--- config.mk ---
export PLATFORM = sky130hd
export DESIGN_NAME = cbb_front
export DESIGN_NICKNAME = d
export VERILOG_FILES = /design/src/rtl/cbb_pkg.sv /design/src/rtl/cbb_front.sv
export SDC_FILE = /design/constraint.sdc
export NUM_CORES = 1
export LEC_CHECK = 0
export BUFFER_PORTS_ARGS = -buffer_cell sky130_fd_sc_hd__buf_2
export CORE_UTILIZATION = 45
export CTS_CLUSTER_SIZE = 40
export DETAILED_ROUTE_END_ITERATION = 6
export PLACE_DENSITY = 0.76
export SYNTH_ARGS = -nofsm -noshare
export SYNTH_HDL_FRONTEND = slang
export SYNTH_SLANG_ARGS = --single-unit
--- constraint.sdc ---
create_clock -name clk -period 3.7 [get_ports clk]
set_input_delay 0.185 -clock clk [delete_from_list [all_inputs] [get_ports clk]]
set_output_delay 0.185 -clock clk [all_outputs]
set_load 0.005 [all_outputs]
--- src/rtl/cbb_pkg.sv ---
// Shared types and constants for the clamped box blur block.
package cbb_pkg;

	localparam int MAX_WIDTH = 256;
	localparam int MAX_HEIGHT = 256;
	localparam int MAX_CHANNELS = 4;

	localparam int NUM_CH = 4;
	localparam int SUM_W = 24;

	localparam logic [1:0] REG_WIDTH = 2'd0;
	localparam logic [1:0] REG_HEIGHT = 2'd1;
	localparam logic [1:0] REG_CHANNELS = 2'd2;
	localparam logic [1:0] REG_RADIUS = 2'd3;

	localparam logic CMD_LOAD = 1'b0;
	localparam logic CMD_FETCH = 1'b1;

	typedef struct packed {
		logic       cmd;
		logic [7:0] in_ch0;
		logic [7:0] in_ch1;
		logic [7:0] in_ch2;
		logic [7:0] in_ch3;
	} in_word_t;

	typedef struct packed {
		logic [7:0] out_ch0;
		logic [7:0] out_ch1;
		logic [7:0] out_ch2;
		logic [7:0] out_ch3;
		logic       frame_last;
		logic       fetch_status;
	} out_word_t;

	// Classified work between front and back.
	typedef enum logic [1:0] {
		OP_LOAD,
		OP_FETCH,
		OP_NOTREADY
	} op_t;

	typedef struct packed {
		op_t        op;
		logic [7:0] v0;
		logic [7:0] v1;
		logic [7:0] v2;
		logic [7:0] v3;
		logic       last;
	} job_t;

endpackage

--- src/rtl/cbb_front.sv ---
// Front end: accepts words, tracks load/fetch positions, classifies jobs.
module cbb_front (
	input  logic              clk,
	input  logic              arst_n,
	input  logic              restart,
	input  logic [8:0]        eff_w,
	input  logic [8:0]        eff_h,
	input  cbb_pkg::in_word_t word,
	input  logic              take,
	output cbb_pkg::job_t     job
);

	logic [8:0] lcol_q, lrow_q, fcol_q, frow_q;
	logic       done_q;

	always_comb begin
		job.v0 = word.in_ch0;
		job.v1 = word.in_ch1;
		job.v2 = word.in_ch2;
		job.v3 = word.in_ch3;
		job.last = 1'b0;
		if (word.cmd == cbb_pkg::CMD_LOAD) begin
			job.op = cbb_pkg::OP_LOAD;
		end else if (!done_q) begin
			job.op = cbb_pkg::OP_NOTREADY;
		end else begin
			job.op = cbb_pkg::OP_FETCH;
			job.last = (fcol_q + 9'd1 >= eff_w) && (frow_q + 9'd1 >= eff_h);
		end
	end

	always_ff @(posedge clk or negedge arst_n) begin
		if (!arst_n) begin
			lcol_q <= '0; lrow_q <= '0; fcol_q <= '0; frow_q <= '0; done_q <= 1'b0;
		end else if (restart) begin
			lcol_q <= '0; lrow_q <= '0; fcol_q <= '0; frow_q <= '0; done_q <= 1'b0;
		end else if (take) begin
			if (job.op == cbb_pkg::OP_LOAD) begin
				if (done_q) begin
					fcol_q <= '0;
					frow_q <= '0;
				end
				if (lcol_q + 9'd1 >= eff_w || done_q) begin
					lcol_q <= (done_q && eff_w != 9'd1) ? 9'd1 : 9'd0;
				end else begin
					lcol_q <= lcol_q + 9'd1;
				end
				if (done_q) begin
					lrow_q <= (eff_w == 9'd1) ? 9'd1 : 9'd0;
					done_q <= (eff_w == 9'd1) && (eff_h == 9'd1);
				end else if (lcol_q + 9'd1 >= eff_w) begin
					lrow_q <= lrow_q + 9'd1;
					done_q <= (lrow_q + 9'd1 >= eff_h);
				end
			end else if (job.op == cbb_pkg::OP_FETCH) begin
				if (fcol_q + 9'd1 >= eff_w) begin
					fcol_q <= '0;
					frow_q <= (frow_q + 9'd1 >= eff_h) ? 9'd0 : frow_q + 9'd1;
				end else begin
					fcol_q <= fcol_q + 9'd1;
				end
			end
		end
	end

endmodule

# ---- After elaboration in Yosys (flattened, before gate mapping)
# Cells that the tools add are included.
dict set report totals {
  output_inout_bits 35
  reg_bits 37
  word_cells 64
  inputBits 55
}
dict set report classes {
  n_mux 32
  n_eq_ne 5
  add_sub_neg 4
  reduce_logical 14
  order_cmp 4
}
# operator count
set op_table {}
lappend op_table {{$mux W9} 21}
lappend op_table {{$add A9 B1 Y9 const B} 4}
lappend op_table {{$ge A9 B9 Y1} 4}
lappend op_table {{$eq A9 B1 Y1 const B} 2}
lappend op_table {{$mux W1} 9}
lappend op_table {{$ne A9 B1 Y1 const B} 1}
lappend op_table {{$reduce_bool A3 Y1} 3}
lappend op_table {{$reduce_and A3 Y1} 2}
lappend op_table {{$mux W2} 2}
lappend op_table {{$reduce_and A4 Y1} 1}
lappend op_table {{$reduce_bool A2 Y1} 2}
lappend op_table {{$logic_and A1 B1 Y1} 3}
lappend op_table {{$ne A3 B3 Y1 const B} 1}
lappend op_table {{$eq A2 B1 Y1 const B} 1}
lappend op_table {{$logic_not A2 Y1} 1}
lappend op_table {{$reduce_and A2 Y1} 1}
lappend op_table {{$logic_or A1 B1 Y1} 1}

# ---- Depth between registers and ports, before layout
dict set report logic_depth {
  depth_word 8
  ltp_mapped 13
  ltp_nobuf 12
}

# ---- Worst setup path before layout
# OpenSTA, ideal clock, no wires.
dict set report synth_path {
  path_type {reg2reg}
  startpoint {register fcol_q[0]}
  endpoint {register fcol_q[0]}
  setup_slack_ns 1.105
  stages_incl_launch_ff 13
  arrival_ns 2.513
  n_path_buf 1
  setup_ns 0.083
  t_required_ns 3.617
  synth_period_minus_slack_ns 2.595
  cell_sequence {dfrtp_1 > ha_1 > nand3_1 > nor2_1 > xor2_1 > ha_1 > a21o_1 > a21o_1 > a221o_1 > nor2_2 > buf_2 > nand2_1 > o21ai_0}
}
dict set report synth_between {
  elab_chain_len 7
}
# item line_no
set synth_lines {}
lappend synth_lines {{from (decl)} cbb_front.sv:13} ;# logic [8:0] lcol_q, lrow_q, fcol_q, frow_q;
lappend synth_lines {{from (signal assigned)} cbb_front.sv:60} ;# fcol_q <= fcol_q + 9'd1;
lappend synth_lines {{$add A9 B1 Y9 (*)} {cbb_front.sv:56, cbb_front.sv:60}}
lappend synth_lines {{$ge A9 B9 Y1} cbb_front.sv:56} ;# if (fcol_q + 9'd1 >= eff_w) begin
lappend synth_lines {{$mux W9 (*)} cbb_front.sv:56}
lappend synth_lines {{$mux W9 (*)} cbb_front.sv:55} ;# end else if (job.op == cbb_pkg::OP_FETCH) begin
lappend synth_lines {{$mux W9 (*)} cbb_front.sv:38} ;# if (job.op == cbb_pkg::OP_LOAD) begin
lappend synth_lines {{$mux W9 (*)} cbb_front.sv:37} ;# end else if (take) begin
lappend synth_lines {{$mux W9 (*)} cbb_front.sv:35} ;# end else if (restart) begin
# Every way passes the cells marked *; elsewhere a longest branch is shown, timed or not. The select of a mux whose other input is x is not followed.
# A chain may end at the register's enable or synchronous reset.

==> impl_metrics.py <==
metrics = {
    "placement": {
        "dp.cells": 415,
        "portBuffers": 25,
        "gp_congestion": 0.870,
        "hpwlAfterDp_um": 4900,
    },
    "setup_path": {
        "rr_worst_depth": 11,
        "crit_arrival_ps": 2960,
        "endpoint_kind": "output port",
        "path_max_fanout": 6,
        "cp-start-kind": "register",
        "cp-startpoint": "fcol_q[0]",
        "worst_path_dominant_cell_family": "compound AO/OA/AOI/OAI gates",
        "crit_path_top_delay_cell": "dfrtp_1",
        "critical_path_class": "reg2out",
        "worstPathCellList": "ha_1, nand3_1, nor2_1, xor2_1, ha_1, a21o_1, a21o_1, a221o_1, nor2_2, nor4_1, buf_2",
        "reg2reg_slack_ps": 650,
        "crit_required_ps": 3510,
        "critPathBufInv": 1,
        "max_stage_delay_ps": 450,
        "reg2reg_from": "frow_q[2]",
        "worstReg2RegEnd": "frow_q[6]",
    },
    "floorplan": {
        "die_y_um": 85.1,
        "core_um2": 6490,
        "start_util_pct": 47.8,
        "ios": 90,
        "die_area_um2": 7230,
        "die_w_um": 85.1,
        "rows": 29,
    },
    "route": {
        "wl_um": 6310,
        "vias": 2418,
        "via_per_inst": 5.73,
        "antenna_left": 0,
        "avgRoutedWirePerCell_um": 14.9,
        "dr.first_iter.drc_count": 193,
        "route.detailed.drc": 0,
        "drt_first_pass_iters": 4,
    },
    "power": {
        "power.density_nw_per_um2": 265,
        "peakVddDrop_v": 0.000156,
        "p_seq_share_pct": 50.6,
        "p_leak_nw": 1.59,
        "power.clock.fraction_pct": 35.1,
        "intPower_mw": 0.606,
        "switchingPower_mw": 0.235,
        "combPwrFrac_pct": 14.3,
        "p_sw_share_pct": 27.9,
    },
    "clocking": {
        "cts-buffers-inserted": 5,
        "tritoncts": "built",
        "postCtsHoldBufs": 0,
        "clk_latency_ps": 290,
        "clkSinkCount": 37,
        "cts.path.max_buffers": 2,
        "clk_pin_slew_ps": 80,
        "root_buffer": "clkbuf_8",
        "cts_setup_buffers": 0,
        "h-tree-depth": 2,
        "cts_resized": 0,
    },
    "global_routing": {
        "track_usage_pct": 19.4,
        "grt_pass1_vias": 2360,
        "grt_max_degree": 38,
        "grt_pass1_wl_um": 11200,
        "grt-ovfl-total": 0,
        "grt_antenna_before_repair": 0,
    },
    "yosys": {
        "syn-num-nets": 443,
        "yosysTopAreaCell": "dfrtp_1",
        "synth.area.top_cells": "dfrtp_1 (30%), ha_1 (16%), buf_4 (7.7%), a32o_1 (5.2%), xnor2_1 (5.1%)",
        "ys.flop_type": "dfrtp_1",
        "yosysSeqAreaShare_pct": 29.8,
        "synth_edf_count": 0,
        "netlist.area_leader.share_pct": 29.8,
        "yosysWarnings": 0,
        "ys_ff_latch": 37,
        "async_flop_share_pct": 100,
        "syn_area_um2": 3100,
        "synthCells": 348,
        "synth_cell_types": 43,
        "syn_avg_cell_area_um2": 8.92,
    },
    "sta": {
        "max_freq_mhz": 318,
        "setup_viol": 0,
        "holdWs_ps": -12.2,
        "setup_tns_ps": 0,
        "tightest_slew_ps": 1170,
        "hold_viol_final": 24,
        "relSlewSlack_pct": 21.8,
        "rsz0062_at_grt": "no",
        "period_minus_slack_ps": 3140,
        "finClkSkew_ps": 5.71,
        "final.period_utilization_pct": 85.0,
        "slew_viol_final": 0,
    },
    "final_layout": {
        "final_cell_count_no_fill": 422,
        "final_nets": 440,
        "drive_above_1_share_pct": 12.5,
        "area_growth_pct": 1.98,
        "fill_cells": 607,
        "antenna_cells": 0,
    },
    "status": {
        "status": "complete, but fails checks",
        "violations": "negative hold slack",
    },
    "job": {
        "drv_cap": 0,
    },
    "worst_hold_path": {
        "hold_class": "in2async",
    },
}
[placed cells by master (no fill, tap or decap), drive strengths merged, types with 2 or more instances in the layout]
| cell type | n |
|---|---|
| ha | 40 |
| dfrtp | 37 |
| inv | 35 |
| nand2 | 29 |
| buf | 27 |
| nor2 | 20 |
| nand3 | 19 |
| xnor2 | 18 |
| a32o | 16 |
| a21oi | 15 |
| o21ai | 12 |
| xor2 | 6 |
| clkbuf | 6 |
| nor3 | 6 |
| nand4 | 5 |
| nor2b | 5 |
| a21o | 5 |
| o22ai | 5 |
| a22o | 5 |
| o211ai | 4 |
| or2 | 3 |
| nor4 | 3 |
| nand2b | 2 |
| and3 | 2 |
| a221o | 2 |
| o311ai | 2 |
| and2 | 2 |
| a21boi | 2 |
| a221oi | 2 |
[cells in the mapped netlist (all sizes together) (6+ instances only)]
library cell  number
a32o              16
nand3             19
inv               35
nor2              20
a21oi             15
xnor2             18
xor2               6
dfrtp             37
nand2             29
ha                40
nor3               6
buf               34
o21ai             12
[routing by layer]
| layer | share of wire (%) | GRT usage (%) | up-vias |
|---|---|---|---|
| met5 | 0 | 0 | - |
| met4 | 1.3 | 5.86 | 0 |
| met3 | 5.7 | 4.28 | 20 |
| met2 | 45 | 30.6 | 65 |
| met1 | 48 | 26.6 | 1132 |
| li1 | - | - | 1201 |
[power groups by stage]
stage | combinational, mW | clock, mW | sequential, mW
finish | 0.120 | 0.295 | 0.425
global route | 0.139 | 0.325 | 0.427
CTS | 0.121 | 0.307 | 0.425
detailed placement | 0.121 | 0 | 0.433
global placement | 0.116 | 0 | 0.432
floorplan | 0.102 | 0 | 0.429
[worst max path at each step]
stage	endpoint	slack (ps)	cells after the start
2_1_floorplan	fcol_q[0]	1100	12
3_3_place_gp	frow_q[3]	810	11
3_5_place_dp	frow_q[6]	640	11
4_1_cts	job[0]	530	11
5_1_grt	job[0]	300	11
6_report	job[0]	560	11
[per-stage QoR]
step	power, mW	hold slack, ps	util (%)	setup slack [ps]	cell area (µm²)
6_report	0.840	-12.2	48.7	555	3170
5_1_grt	0.891	57.6	48.7	301	3170
4_1_cts	0.853	13.6	48.7	532	3170
3_5_place_dp	0.553	341	47.4	639	3080
3_3_place_gp	0.548	346	47.4	806	3080
2_1_floorplan	0.531	-111	-	1100	3100
[kinds of logic after synthesis]
logic type / count (synthesis) / share of synthesized area [%]
AND/OR/NAND/NOR: 99 / 15.7
AO/OA/AOI/OAI: 75 / 18.5
buffers and inverters: 72 / 12.8
adder cells (fa/ha/maj): 40 / 16.1
flip-flops: 37 / 29.8
XOR/XNOR: 24 / 6.77
multiplexers: 1 / 0.322
[state kept, by name (all words and copies together) (netlist names)]
signal / flops
done_q: 1
lrow_q: 9
fcol_q: 9
frow_q: 9
lcol_q: 9
[final cells by class]
type | count | area (µm²) | area share (%)
Clock buffer | 6 | 82.6 | 2.61
Timing Repair Buffer | 27 | 140 | 4.43
Inverter | 35 | 131 | 4.15
Clock inverter | 1 | 7.51 | 0.237
Tap cell | 77 | 96.3 | 3.04
Sequential cell | 37 | 926 | 29.2
Multi-Input combinational cell | 239 | 1780 | 56.3
[worst register-to-register path, cell delays in order, from the launching register on]
cell and delay, ps:
dfrtp_1 470, and3_1 220, nand3_1 140, nor2_1 160, xnor2_1 160, inv_1 70, ha_1 290, nand3_1 110
o221ai_1 140, a221oi_2 500, nand3b_2 300, o311ai_0 380
No activity file was read; power rests on OpenSTA's default activity.
