**config.mk**
```make
export PLATFORM = sky130hd
export DESIGN_NAME = cbb_queue
export DESIGN_NICKNAME = d
export VERILOG_FILES = /design/src/rtl/cbb_pkg.sv /design/src/rtl/cbb_queue.sv
export SDC_FILE = /design/constraint.sdc
export NUM_CORES = 1
export LEC_CHECK = 0
export BUFFER_PORTS_ARGS = -buffer_cell sky130_fd_sc_hd__buf_4
export CORE_MARGIN = 1.5
export CORE_UTILIZATION = 46
export DETAILED_ROUTE_END_ITERATION = 10
export HOLD_SLACK_MARGIN = 0.1
export PLACE_DENSITY_LB_ADDON = 0.08
export REMOVE_ABC_BUFFERS = 1
export SLEW_MARGIN = 25
export SYNTH_ARGS = -nofsm -noshare
export SYNTH_HDL_FRONTEND = slang
export SYNTH_SLANG_ARGS = --single-unit
```
**constraint.sdc**
```tcl
create_clock -name clk -period 3.95 [get_ports clk]
set_input_delay 0.5925 -clock clk [delete_from_list [all_inputs] [get_ports clk]]
set_output_delay 0.5925 -clock clk [all_outputs]
set_load 0.03 [all_outputs]
```
**src/rtl/cbb_pkg.sv**
```systemverilog
// Shared types and constants for the clamped box blur block.
package cbb_pkg;

	localparam int MAX_WIDTH = 256;
	localparam int MAX_HEIGHT = 256;
	localparam int MAX_CHANNELS = 4;

	localparam int NUM_CH = 4;
	localparam int SUM_W = 24;

	localparam logic [1:0] REG_WIDTH = 2'd0;
	localparam logic [1:0] REG_HEIGHT = 2'd1;
	localparam logic [1:0] REG_CHANNELS = 2'd2;
	localparam logic [1:0] REG_RADIUS = 2'd3;

	localparam logic CMD_LOAD = 1'b0;
	localparam logic CMD_FETCH = 1'b1;

	typedef struct packed {
		logic       cmd;
		logic [7:0] in_ch0;
		logic [7:0] in_ch1;
		logic [7:0] in_ch2;
		logic [7:0] in_ch3;
	} in_word_t;

	typedef struct packed {
		logic [7:0] out_ch0;
		logic [7:0] out_ch1;
		logic [7:0] out_ch2;
		logic [7:0] out_ch3;
		logic       frame_last;
		logic       fetch_status;
	} out_word_t;

	// Classified work between front and back.
	typedef enum logic [1:0] {
		OP_LOAD,
		OP_FETCH,
		OP_NOTREADY
	} op_t;

	typedef struct packed {
		op_t        op;
		logic [7:0] v0;
		logic [7:0] v1;
		logic [7:0] v2;
		logic [7:0] v3;
		logic       last;
	} job_t;

endpackage

```
**src/rtl/cbb_queue.sv**
```systemverilog
// Short job queue between front and back ends.
module cbb_queue (
	input  logic          clk,
	input  logic          arst_n,
	input  logic          flush,
	input  logic          wr,
	input  cbb_pkg::job_t wdata,
	output logic          full,
	input  logic          rd,
	output logic          valid,
	output cbb_pkg::job_t rdata
);

	cbb_pkg::job_t slot_q [2];
	logic          wp_q, rp_q;
	logic [1:0]    cnt_q;

	assign full = (cnt_q == 2'd2);
	assign valid = (cnt_q != 2'd0);
	assign rdata = slot_q[rp_q];

	always_ff @(posedge clk) begin
		if (wr && !full) slot_q[wp_q] <= wdata;
	end

	always_ff @(posedge clk or negedge arst_n) begin
		if (!arst_n) begin
			wp_q <= 1'b0; rp_q <= 1'b0; cnt_q <= '0;
		end else if (flush) begin
			wp_q <= 1'b0; rp_q <= 1'b0; cnt_q <= '0;
		end else begin
			if (wr && !full) wp_q <= ~wp_q;
			if (rd && valid) rp_q <= ~rp_q;
			cnt_q <= cnt_q + {1'b0, wr && !full} - {1'b0, rd && valid};
		end
	end

endmodule

```
# == Yosys cells after proc, flatten, opt, wreduce, memory -nomap -nowiden ==
# Memory sizes are Yosys's and may differ from the RTL's.
# Index checks and enable logic that the tools add are counted.
# totals
ff_bits,4
ramBits,70
inputBits,40
elab_cells,22
n_memories,1
# memory_table
name,depth,width,read_ports,rd_clocked_by_memory_dff,wr,line,text
slot_q,2,35,1,0,1,cbb_queue.sv:14,cbb_pkg::job_t slot_q [2];
# op_classes
n_addsub,2
eq_ne,1
mux,7
bitwise_logic,2
n_reduce_logical,6
# ops
operator,n
$mux 1,6
$reduce_bool 2->1,3
$add 2x1->2,1
$eq 2x2->1 const B,1
$logic_and 1x1->1,2
$mux 2,1
$not 1->1,2
$sub 2x1->2,1
$logic_not 1->1,1

# == Longest topological paths before layout ==
# Gate-level depths: netlist (run 1).
# logic_depth
word_depth,6
ltp_mapped,8
depth_no_buf,8

# == Worst setup path before layout (run 1) ==
# Ideal clock, no wire load.
# synth_path
kind,input -> register
startpoint,input wr
endpoint,"memory slot_q[0][0] in the netlist's numbering, enable pin"
setup_ns,0.390
arrival_time_ns,1.703
required_ns,3.560
path_slack_ns,1.858
stages,3
cell_sequence,inv_1 > or3_1 > inv_1
# synth_between
elab_chain_len,3
# synth_lines
item,line,text
from (decl),cbb_queue.sv:6,"input logic wr,"
$logic_and 1x1->1,cbb_queue.sv:23,if (wr && !full) slot_q[wp_q] <= wdata;
$mux 1,cbb_queue.sv:23,
$mux 1 (implied by the code),cbb_queue.sv:23,
to (decl),cbb_queue.sv:14,
# Every way passes these cells.

==> run_results.csv, run 1 <==
group,metric,value,unit
floorplanning,die_y,80.4,um
cts,cts_setup_buffers,0,
global_route,antenna_found_initial,0,
global_route,grt_max_degree,37,
worst_setup_path,required,3.36,ns
timing,hold_viol,0,
synth,synth_edf_count,70,
floorplanning,initial_utilization,47.1,%
cts,cts_tree,"done",
timing,maxSlewViolCount,0,
worst_setup_path,cp.arrival,1.85,ns
cts,cts_max_path_buffers,2,
cts,clkSinkCount,74,
cts,cts_made_buffers,9,
global_route,grt_remaining_overflow,0,
floorplanning,dieArea,6470,sq um
worst_setup_path,crit_fanout,36,
floorplanning,ios,77,
route,avgRoutedWirePerCell,15.9,um
synth,synth_area_leaders,"edfxtp_1 (76%), mux2_2 (14%), dfrtp_1 (3.6%)",
route,vias_per_cell,4.89,
cts,cts-resized-gates,0,
route,drc,0,
synth,ys_types,22,
synth,synth.top_cell.area_share,76.3,%
timing,hold_ws,0.447,ns
cells_and_area,antennaDiodeCount,0,
floorplanning,die_w,80.4,um
pwr,p_per_area,670,nW/um^2
timing,fin_tns_setup,0,ns
timing,rsz0062_at_grt,"false",
synth,synth_area_leader_cell,"edfxtp_1",
synth,netlist_instances,134,
pwr,clkPwrFrac,19.3,%
route,wirelength,4740,um
pwr,p_total,2.39,mW
timing,worst_pin_slew,0.855,ns
global_route,grt_util_met2,25.0,%
global_route,grt_pass1_wl,7110,um
cts,cts_max_level,3,
synth,yosysWarningCount,0,
worst_setup_path,end_kind,"output pin",
cells_and_area,drive_above_1_share,58.3,%
place,dp_hpwl,3160,um
pwr,sequentialPowerShare,45.6,%
cells_and_area,area_growth,29.3,%
pwr,p_comb_share,35.0,%
place,io_buffer_count,76,
pwr,power_switching,0.802,mW
route,ant_nets,0,
synth,synth_most_common_cell,"edfxtp_1",
cells_and_area,utilization,60.9,%
cts,root_buffer,"clkbuf_8",
floorplanning,core,5850,sq um
status,status,"finished clean",
cells_and_area,nets,261,
pwr,internal_power,1.58,mW
flow_run,cap_viol_max_count,0,
place,routabilityCongestion,0.666,
synth,netlist_area,2760,sq um
pwr,switching_share,33.6,%
timing,setup_viol,0,
synth,ys.flop_type,"edfxtp_1",
synth,syn_area_per_cell,20.6,sq um
global_route,grtUsageTotal,15.7,%
timing,fin_skew,0.00615,ns
global_route,met3_usage,4.43,%
global_route,top_usage_layer,"met2",
timing,post-route-period-util,61.9,%
synth,synth_common_cells,"edfxtp_1 (70), mux2_2 (35), dfrtp_1 (4), buf_4 (3), inv_1 (3)",
worst_setup_path,cp-start-kind,"register",
cts,worstSkewPairLatency,0.32,ns
timing,max_slew_margin,43.0,%
synth,synthArstFlopShare,5.41,%
worst_hold_path,hp-class,"input pin to register",
cts,clk_pin_slew_worst_paths,0.07,ns
floorplanning,rows,28,
synth,synth-seq-area-share,79.9,%
worst_setup_path,path_class,"register to output pin",
route,via_count,1456,
cts,ctsHoldBuffers,1,
route,drtIter0Drc,50,
global_route,grt_pass1_vias,1445,
pwr,ir_drop,0.000378,V
timing,min_period,2.44,ns
timing,fmax,409,MHz
synth,synth_seq_cells,74,
pwr,leakagePower,1.37,nW
route,dr.pass1.iters,4,
global_route,grt_use_met1,19.1,%
worst max-delay path, stage by stage, from the launching register on:
cell,delay (ns)
dfrtp_2,0.92
mux2_2,0.43
buf_4,0.17
metal layers:
| metal | share of wire [%] | up-vias |
|---|---|---|
| met2 | 53 | 45 |
| met5 | 0 | - |
| met3 | 5.7 | 6 |
| met4 | 1.4 | 0 |
| li1 | - | 686 |
| met1 | 40 | 719 |
worst paths after layout:
kind,slack (ns),cells past startpoint,start,to
min in group asynchronous,0.59,2,arst_n,cnt_q[0]
worst max register to register,1.85,5,cnt_q[0],slot_q[0][14]
worst min-delay path,0.45,1,wdata[20],slot_q[1][20]
worst max-delay path,1.51,2,rp_q,rdata[6]
worst min register to register,0.59,2,wp_q,wp_q
max in group asynchronous,3.25,2,arst_n,rp_q
power groups by stage:
stage	combinational, mW	clock (mW)	sequential (mW)
2_1_floorplan	0.554	0	1.08
3_3_place_gp	0.825	0	1.10
3_5_place_dp	0.844	0	1.11
4_1_cts	0.848	0.477	1.09
5_1_grt	0.885	0.511	1.11
6_report	0.836	0.461	1.09
state kept, by name, summed over array words and instances (netlist names):
signal,count
rp_q,1
cnt_q,2
slot_q,70
wp_q,1
layout by cell type, fill, tap and decap left out:
| master | netlist | layout |
|---|---|---|
| clkbuf_1 | 0 | 2 |
| or2_2 | 1 | 1 |
| ha_1 | 2 | 2 |
| a21oi_1 | 1 | 1 |
| buf_4 | 3 | 77 |
| nor2_1 | 2 | 2 |
| nand2_1 | 1 | 1 |
| nor3_1 | 1 | 1 |
| dlygate4sd3_1 | 0 | 1 |
| or3_1 | 1 | 1 |
| nor2b_1 | 1 | 1 |
| xor2_1 | 1 | 1 |
| mux2_2 | 35 | 35 |
| nand2b_2 | 1 | 1 |
| clkbuf_8 | 0 | 9 |
| inv_2 | 1 | 1 |
| clkinv_2 | 0 | 4 |
| edfxtp_1 | 70 | 70 |
| xnor2_1 | 1 | 1 |
| o21a_1 | 1 | 1 |
| inv_1 | 3 | 3 |
| dfrtp_1 | 4 | 3 |
| o21ai_0 | 1 | 1 |
| dfrtp_2 | 0 | 1 |
| and3_2 | 1 | 1 |
| and2_1 | 1 | 1 |
kinds of logic (layout without fill, tap and decap cells):
family	after synthesis	in the layout	share of synthesized area, %
xor gates and xnor gates	2	2	0.636
DFF	74	74	79.9
AOI/OAI and AO/OA	3	3	0.635
and+or+nand+nor	10	10	2.09
buffers and inverters	8	97	1.54
muxes	35	35	14.3
adders and majority gates	2	2	0.908
final cells by class:
class	count	area, sq um
Tap cell	75	93.8
Inverter	4	15.0
Clock inverter	4	20.0
Sequential cell	74	2200
Timing Repair Buffer	78	588
Clock buffer	11	131
Multi-Input combinational cell	52	512
Fill cell	450	2290
per-stage QoR:
step	cell area, sq um	std cells	setup slack, ns
final	3560	298	1.51
after global routing	3560	298	1.42
after CTS	3560	298	1.48
after detailed placement	3400	282	1.63
after global placement	3400	282	1.71
after floorplan	2730	130	1.84
Power figures use the tool's default switching activity.
==> inputs of run 2 (changes only) <==
- clock period: 3.95 -> 2.5 ns (I/O delays scaled with it)
==> run 2 against run 1 <==
- clock-buffer cell count decreased by 2
- critical path depth increased by 1
- hold slack got worse by 0.23 ns
==> run_results.csv, run 2 (synthesized netlist as in run 1, its figures left out) <==
group,metric,value,unit
route,vias_per_cell,4.81,
timing,max_slew_margin,66.5,%
cells_and_area,post-route-cell-area,3610,sq um
worst_setup_path,cp.arrival,1.77,ns
pwr,power_switching,1.28,mW
pwr,internal_power,2.53,mW
place,routabilityCongestion,0.628,
cts,cts_max_path_buffers,2,
worst_setup_path,r2r_end,"cnt_q[1]",
place,io_buffer_count,76,
place,dp_cells,285,
worst_setup_path,r2r_slack,0.81,ns
pwr,p_comb_share,36.2,%
cts,root_buffer,"clkbuf_8",
route,drc,0,
worst_hold_path,hold_path_end,"slot_q[1][29]",
worst_setup_path,path_class,"register to output pin",
cts,cts_max_level,3,
route,wirelength,4520,um
floorplanning,ios,77,
route,via_count,1452,
worst_setup_path,crit_fanout,21,
flow_run,cap_viol_max_count,0,
cells_and_area,finalNonFillerCells,302,
timing,rsz0062_at_grt,"false",
floorplanning,dieArea,6470,sq um
worst_hold_path,hp-class,"input pin to register",
cells_and_area,area_growth,30.9,%
timing,hold_viol,0,
route,avgRoutedWirePerCell,15.0,um
cells_and_area,reg_top3,"slot_q: 70 flops, cnt_q: 2 flops",
place,dp_hpwl,3050,um
cells_and_area,largest_reg_flops,70,
cts,worstSkewPairLatency,0.34,ns
pwr,switching_share,33.6,%
worst_setup_path,cp-start-kind,"register",
worst_setup_path,required,2.12,ns
pwr,ir_drop,0.000685,V
timing,maxSlewViolCount,0,
floorplanning,core,5850,sq um
route,drtIter0Drc,73,
cts,clk_pin_slew_worst_paths,0.07,ns
worst_hold_path,min_from,"wdata[29]",
global_route,grt_pass1_wl,7070,um
worst_setup_path,slowest_stage,"dfrtp_2",
cells_and_area,layout_commonest_cell,"buf_4",
timing,worst_pin_slew,0.503,ns
timing,fin_tns_setup,0,ns
pwr,sequentialPowerShare,44.2,%
worst_setup_path,r2r_cells,7,
cells_and_area,final_cell_mix,"buf_4 (79), edfxtp_1 (70), mux2_2 (35)",
pwr,clkPwrFrac,19.6,%
route,ant_nets,0,
worst_setup_path,slowest_delay,0.69,ns
floorplanning,die_y,80.4,um
pwr,p_per_area,1050,nW/um^2
cells_and_area,nets,264,
timing,post-route-period-util,85.7,%
cells_and_area,antennaDiodeCount,0,
timing,min_period,2.14,ns
worst_setup_path,crit_buf_inv,2,
cts,cts_made_buffers,9,
cts,clkSinkCount,74,
worst_setup_path,timing.rr.start,"cnt_q[1]",
worst_hold_path,hold_depth,1,
timing,fmax,467,MHz
floorplanning,rows,28,
cells_and_area,drive_above_1_share,58.6,%
cells_and_area,utilization,61.7,%
timing,fin_skew,0.00395,ns
floorplanning,initial_utilization,47.1,%
global_route,grtUsageTotal,15.6,%
route,dr.pass1.iters,4,
worst_setup_path,critPathTopFamily,"flip-flops",
timing,setup_viol,0,
worst_setup_path,crit_chain,"buf_12, mux2_2, buf_4",
place,dpl-instance-area,3440,sq um
pwr,leakagePower,1.39,nW
timing,hold_ws,0.218,ns
cells_and_area,largest_register,"slot_q",
global_route,antenna_found_initial,0,
global_route,grt_max_degree,36,
status,status,"finished clean",
cts,cts_tree,"done",
worst_setup_path,end_kind,"output pin",
global_route,grt_pass1_vias,1532,
global_route,grt_remaining_overflow,0,
floorplanning,die_w,80.4,um
## run 2: final cells by class
class	instances	area [sq um]
Tap cell	75	93.8
Clock inverter	7	36.3
Fill cell	441	2240
Timing Repair Buffer	81	623
Sequential cell	74	2200
Clock buffer	9	124
Multi-Input combinational cell	52	512
Inverter	4	15.0
## run 2: power groups by stage
| stage | combinational (mW) | clock, mW | sequential, mW |
|---|---|---|---|
| after floorplan | 0.876 | 0 | 1.70 |
| after global placement | 1.38 | 0 | 1.70 |
| after detailed placement | 1.39 | 0 | 1.71 |
| after CTS | 1.40 | 0.776 | 1.68 |
| after global routing | 1.46 | 0.820 | 1.70 |
| final | 1.38 | 0.745 | 1.68 |
## run 2: worst max path at each step
stage,from,to,slack (ns),depth (start not counted)
2_1_floorplan,cnt_q[0],slot_q[0][0],0.50,4
3_3_place_gp,rp_q,rdata[30],0.69,3
3_5_place_dp,rp_q,rdata[30],0.69,3
4_1_cts,rp_q,rdata[30],0.32,3
5_1_grt,rp_q,rdata[34],0.26,3
6_report,rp_q,rdata[30],0.36,3
## run 2: metrics by stage
step | power, mW | setup slack [ns]
floorplan | 2.58 | 0.499
global placement | 3.08 | 0.691
detailed placement | 3.10 | 0.685
CTS | 3.86 | 0.315
global route | 3.99 | 0.257
finish | 3.80 | 0.358
## run 2: what timing repair did
item | CTS | global route
hold endpoints to repair | 4 | 0
gates resized for setup | 0 | 0
hold buffers | 1 | 0
setup buffers | 0 | 0
## run 2: worst reg2reg max path, delay by kind of cell, from the launching register on
| kind | cells | cell delay [ns] |
|---|---|---|
| compound gates | 1 | 0.24 |
| xor+xnor | 1 | 0.15 |
| fa+ha+maj | 2 | 0.46 |
| buf+inv | 1 | 0.04 |
| flops | 1 | 0.43 |
| simple gates | 2 | 0.28 |
## run 2: layer usage
layer | global-route usage (%) | vias up | wire length [um]
met4 | 10.9 | 0 | 125
met5 | 0 | - | 0
met1 | 17.2 | 702 | 1720
met3 | 4.32 | 11 | 260
li1 | - | 691 | -
met2 | 26.1 | 48 | 2420
==> inputs of run 3 (changes only) <==
- ABC_AREA: default -> 1
- clock period: 2.5 -> 2.3 ns (I/O delays scaled with it)
==> run 3 against run 2 <==
- power rose by 22%
- sequential cell count did not move
- highest routed layer unchanged
- cell area rose by 3.4%
- register-to-register slack got worse by 0.08 ns
- sequential share of layout area fell by 2.0 points
- sequential power rose by 8%
- first-iteration DRC count rose by 100%
- non-clock buffer count rose by 1
==> run_results.csv, run 3 <==
group,metric,value,unit
floorplanning,rows,28,
cts,ctsHoldBuffers,1,
cells_and_area,largest_register,"slot_q",
pwr,p_per_area,1250,nW/um^2
global_route,antenna_found_initial,0,
cts,cts_made_buffers,9,
synth,synth-seq-area-share,77.2,%
timing,maxSlewViolCount,0,
floorplanning,die_w,81.8,um
cells_and_area,reg_top3,"slot_q: 70 flops, cnt_q: 2 flops",
timing,fin_skew,0.00350,ns
pwr,clkPwrFrac,24.7,%
timing,min_period,1.97,ns
cts,cts_max_level,3,
cells_and_area,final_cell_mix,"nand2_1 (104), buf_4 (81), edfxtp_1 (70)",
synth,synth_most_common_cell,"nand2_1",
synth,netlist_area,2850,sq um
place,io_buffer_count,76,
worst_setup_path,r2r_cells,4,
place,dp_hpwl,3270,um
route,wirelength,5030,um
worst_setup_path,required,1.96,ns
route,drtIter0Drc,146,
floorplanning,dieArea,6680,sq um
worst_setup_path,path_class,"register to output pin",
pwr,switching_share,35.5,%
cts,root_buffer,"clkbuf_8",
route,via_count,1790,
floorplanning,die_y,81.8,um
cts,clkSinkCount,74,
timing,hold_viol,0,
floorplanning,initial_utilization,47.9,%
cells_and_area,largest_reg_flops,70,
pwr,leakagePower,1.63,nW
synth,synth_area_leader_cell,"edfxtp_1",
worst_hold_path,hold_depth,2,
timing,rsz0062_at_grt,"false",
synth,synth_seq_cells,74,
cells_and_area,drive_above_1_share,35.2,%
synth,synth.top_cell.area_share,73.7,%
timing,post-route-period-util,85.5,%
worst_setup_path,cp.arrival,1.62,ns
pwr,power_switching,1.65,mW
global_route,grt_pass1_wl,7730,um
cells_and_area,layout_commonest_cell,"nand2_1",
route,dr.pass1.iters,4,
cts,clk_pin_slew_worst_paths,0.07,ns
place,routabilityCongestion,0.710,
status,status,"finished clean",
cts,cts_max_path_buffers,2,
worst_hold_path,hp-class,"input pin to register",
synth,ys_types,14,
synth,synthArstFlopShare,5.41,%
route,vias_per_cell,4.69,
synth,synth_edf_count,70,
worst_setup_path,crit_fanout,13,
cells_and_area,fill_cells,503,
global_route,grt_pass1_vias,1721,
cells_and_area,area_growth,30.7,%
cts,worstSkewPairLatency,0.33,ns
global_route,grt_max_degree,37,
cts,cts_setup_buffers,0,
route,drc,0,
timing,fmax,509,MHz
synth,synth_area_leaders,"edfxtp_1 (74%), nand2_1 (14%), dfrtp_1 (3.5%)",
timing,worst_pin_slew,0.559,ns
cells_and_area,antennaDiodeCount,0,
pwr,internal_power,2.99,mW
global_route,grtUsageTotal,16.5,%
pwr,p_total,4.64,mW
route,ant_nets,0,
synth,yosysWarningCount,0,
route,avgRoutedWirePerCell,13.2,um
cells_and_area,nets,345,
cts,cts-resized-gates,0,
cts,cts_tree,"done",
pwr,sequentialPowerShare,38.9,%
worst_setup_path,cp-start-kind,"register",
global_route,grt_remaining_overflow,0,
pwr,p_comb_share,36.4,%
floorplanning,ios,77,
flow_run,cap_viol_max_count,0,
synth,ys.flop_type,"edfxtp_1",
floorplanning,core,5960,sq um
pwr,ir_drop,0.000589,V
synth,synth_common_cells,"nand2_1 (104), edfxtp_1 (70), nand2_2 (10), inv_1 (9)",
worst_setup_path,end_kind,"output pin",
cells_and_area,utilization,62.6,%
timing,max_slew_margin,62.7,%
synth,netlist_instances,217,
timing,setup_viol,0,
synth,syn_area_per_cell,13.1,sq um
[run 3: changes by cell type after synthesis, sizes merged, moves of 2 or more]
cell   change
nand2    +113
mux2      -35
inv        +6
buf        +3
nand3      +3
nand4      +2
nor2       +2
[run 3: layout make-up]
type	count	area, sq um	area share [%]
clock inverter	6	106	2.85
timing repair buffer	82	618	16.6
inverter	10	45.0	1.21
multi-input combinational	126	541	14.5
sequential	74	2200	59.0
clock buffer	9	124	3.32
tap	75	93.8	2.52
[run 3: metrics by stage]
stage	setup TNS [ns]	cell area [sq um]	instances	worst slack, ns	hold WS, ns
floorplan	-12.59	2770	210	-0.180	0.0494
global placement	0	3490	366	0.694	0.149
detailed placement	0	3490	366	0.671	0.148
CTS	0	3730	382	0.289	0.141
global route	0	3730	382	0.208	0.158
finish	0	3730	382	0.335	0.155
[run 3: worst max-delay path, cell delays in order, from the launching register on]
cell	delay (ns)
dfrtp_1	0.70
buf_4	0.28
nand2_1	0.06
nand2_1	0.08
buf_4	0.16
[run 3: per-layer routing]
layer  track usage, %  vias up  routed length, um
met2             27.0       49               2630
met3             5.00        7                266
met4             9.32        0                 65
li1                 -      892                  -
met1             19.4      842               2070
met5                0        -                  0
[run 3: logic make-up after synthesis]
group	after synthesis	synth area share [%]
flops	74	77.2
buf+inv	17	4.39
fa+ha+maj	2	0.877
compound gates	1	0.175
simple gates	123	17.4
[run 3: final timing paths]
kind	from	end	slack (ns)
min reg2reg	wp_q	wp_q	0.59
max in group asynchronous	arst_n	rp_q	1.86
max reg2reg	cnt_q[1]	slot_q[1][17]	0.73
max	rp_q	rdata[0]	0.33
min	flush	cnt_q[0]	0.15
min in group asynchronous	arst_n	cnt_q[0]	0.34
[run 3: power groups by stage]
stage | Combinational, mW | Clock [mW] | Sequential, mW
after global placement | 1.71 | 0 | 1.83
after global routing | 1.84 | 1.24 | 1.83
after floorplan | 1.02 | 0 | 1.85
final | 1.69 | 1.15 | 1.81
after CTS | 1.73 | 1.18 | 1.81
after detailed placement | 1.72 | 0 | 1.84
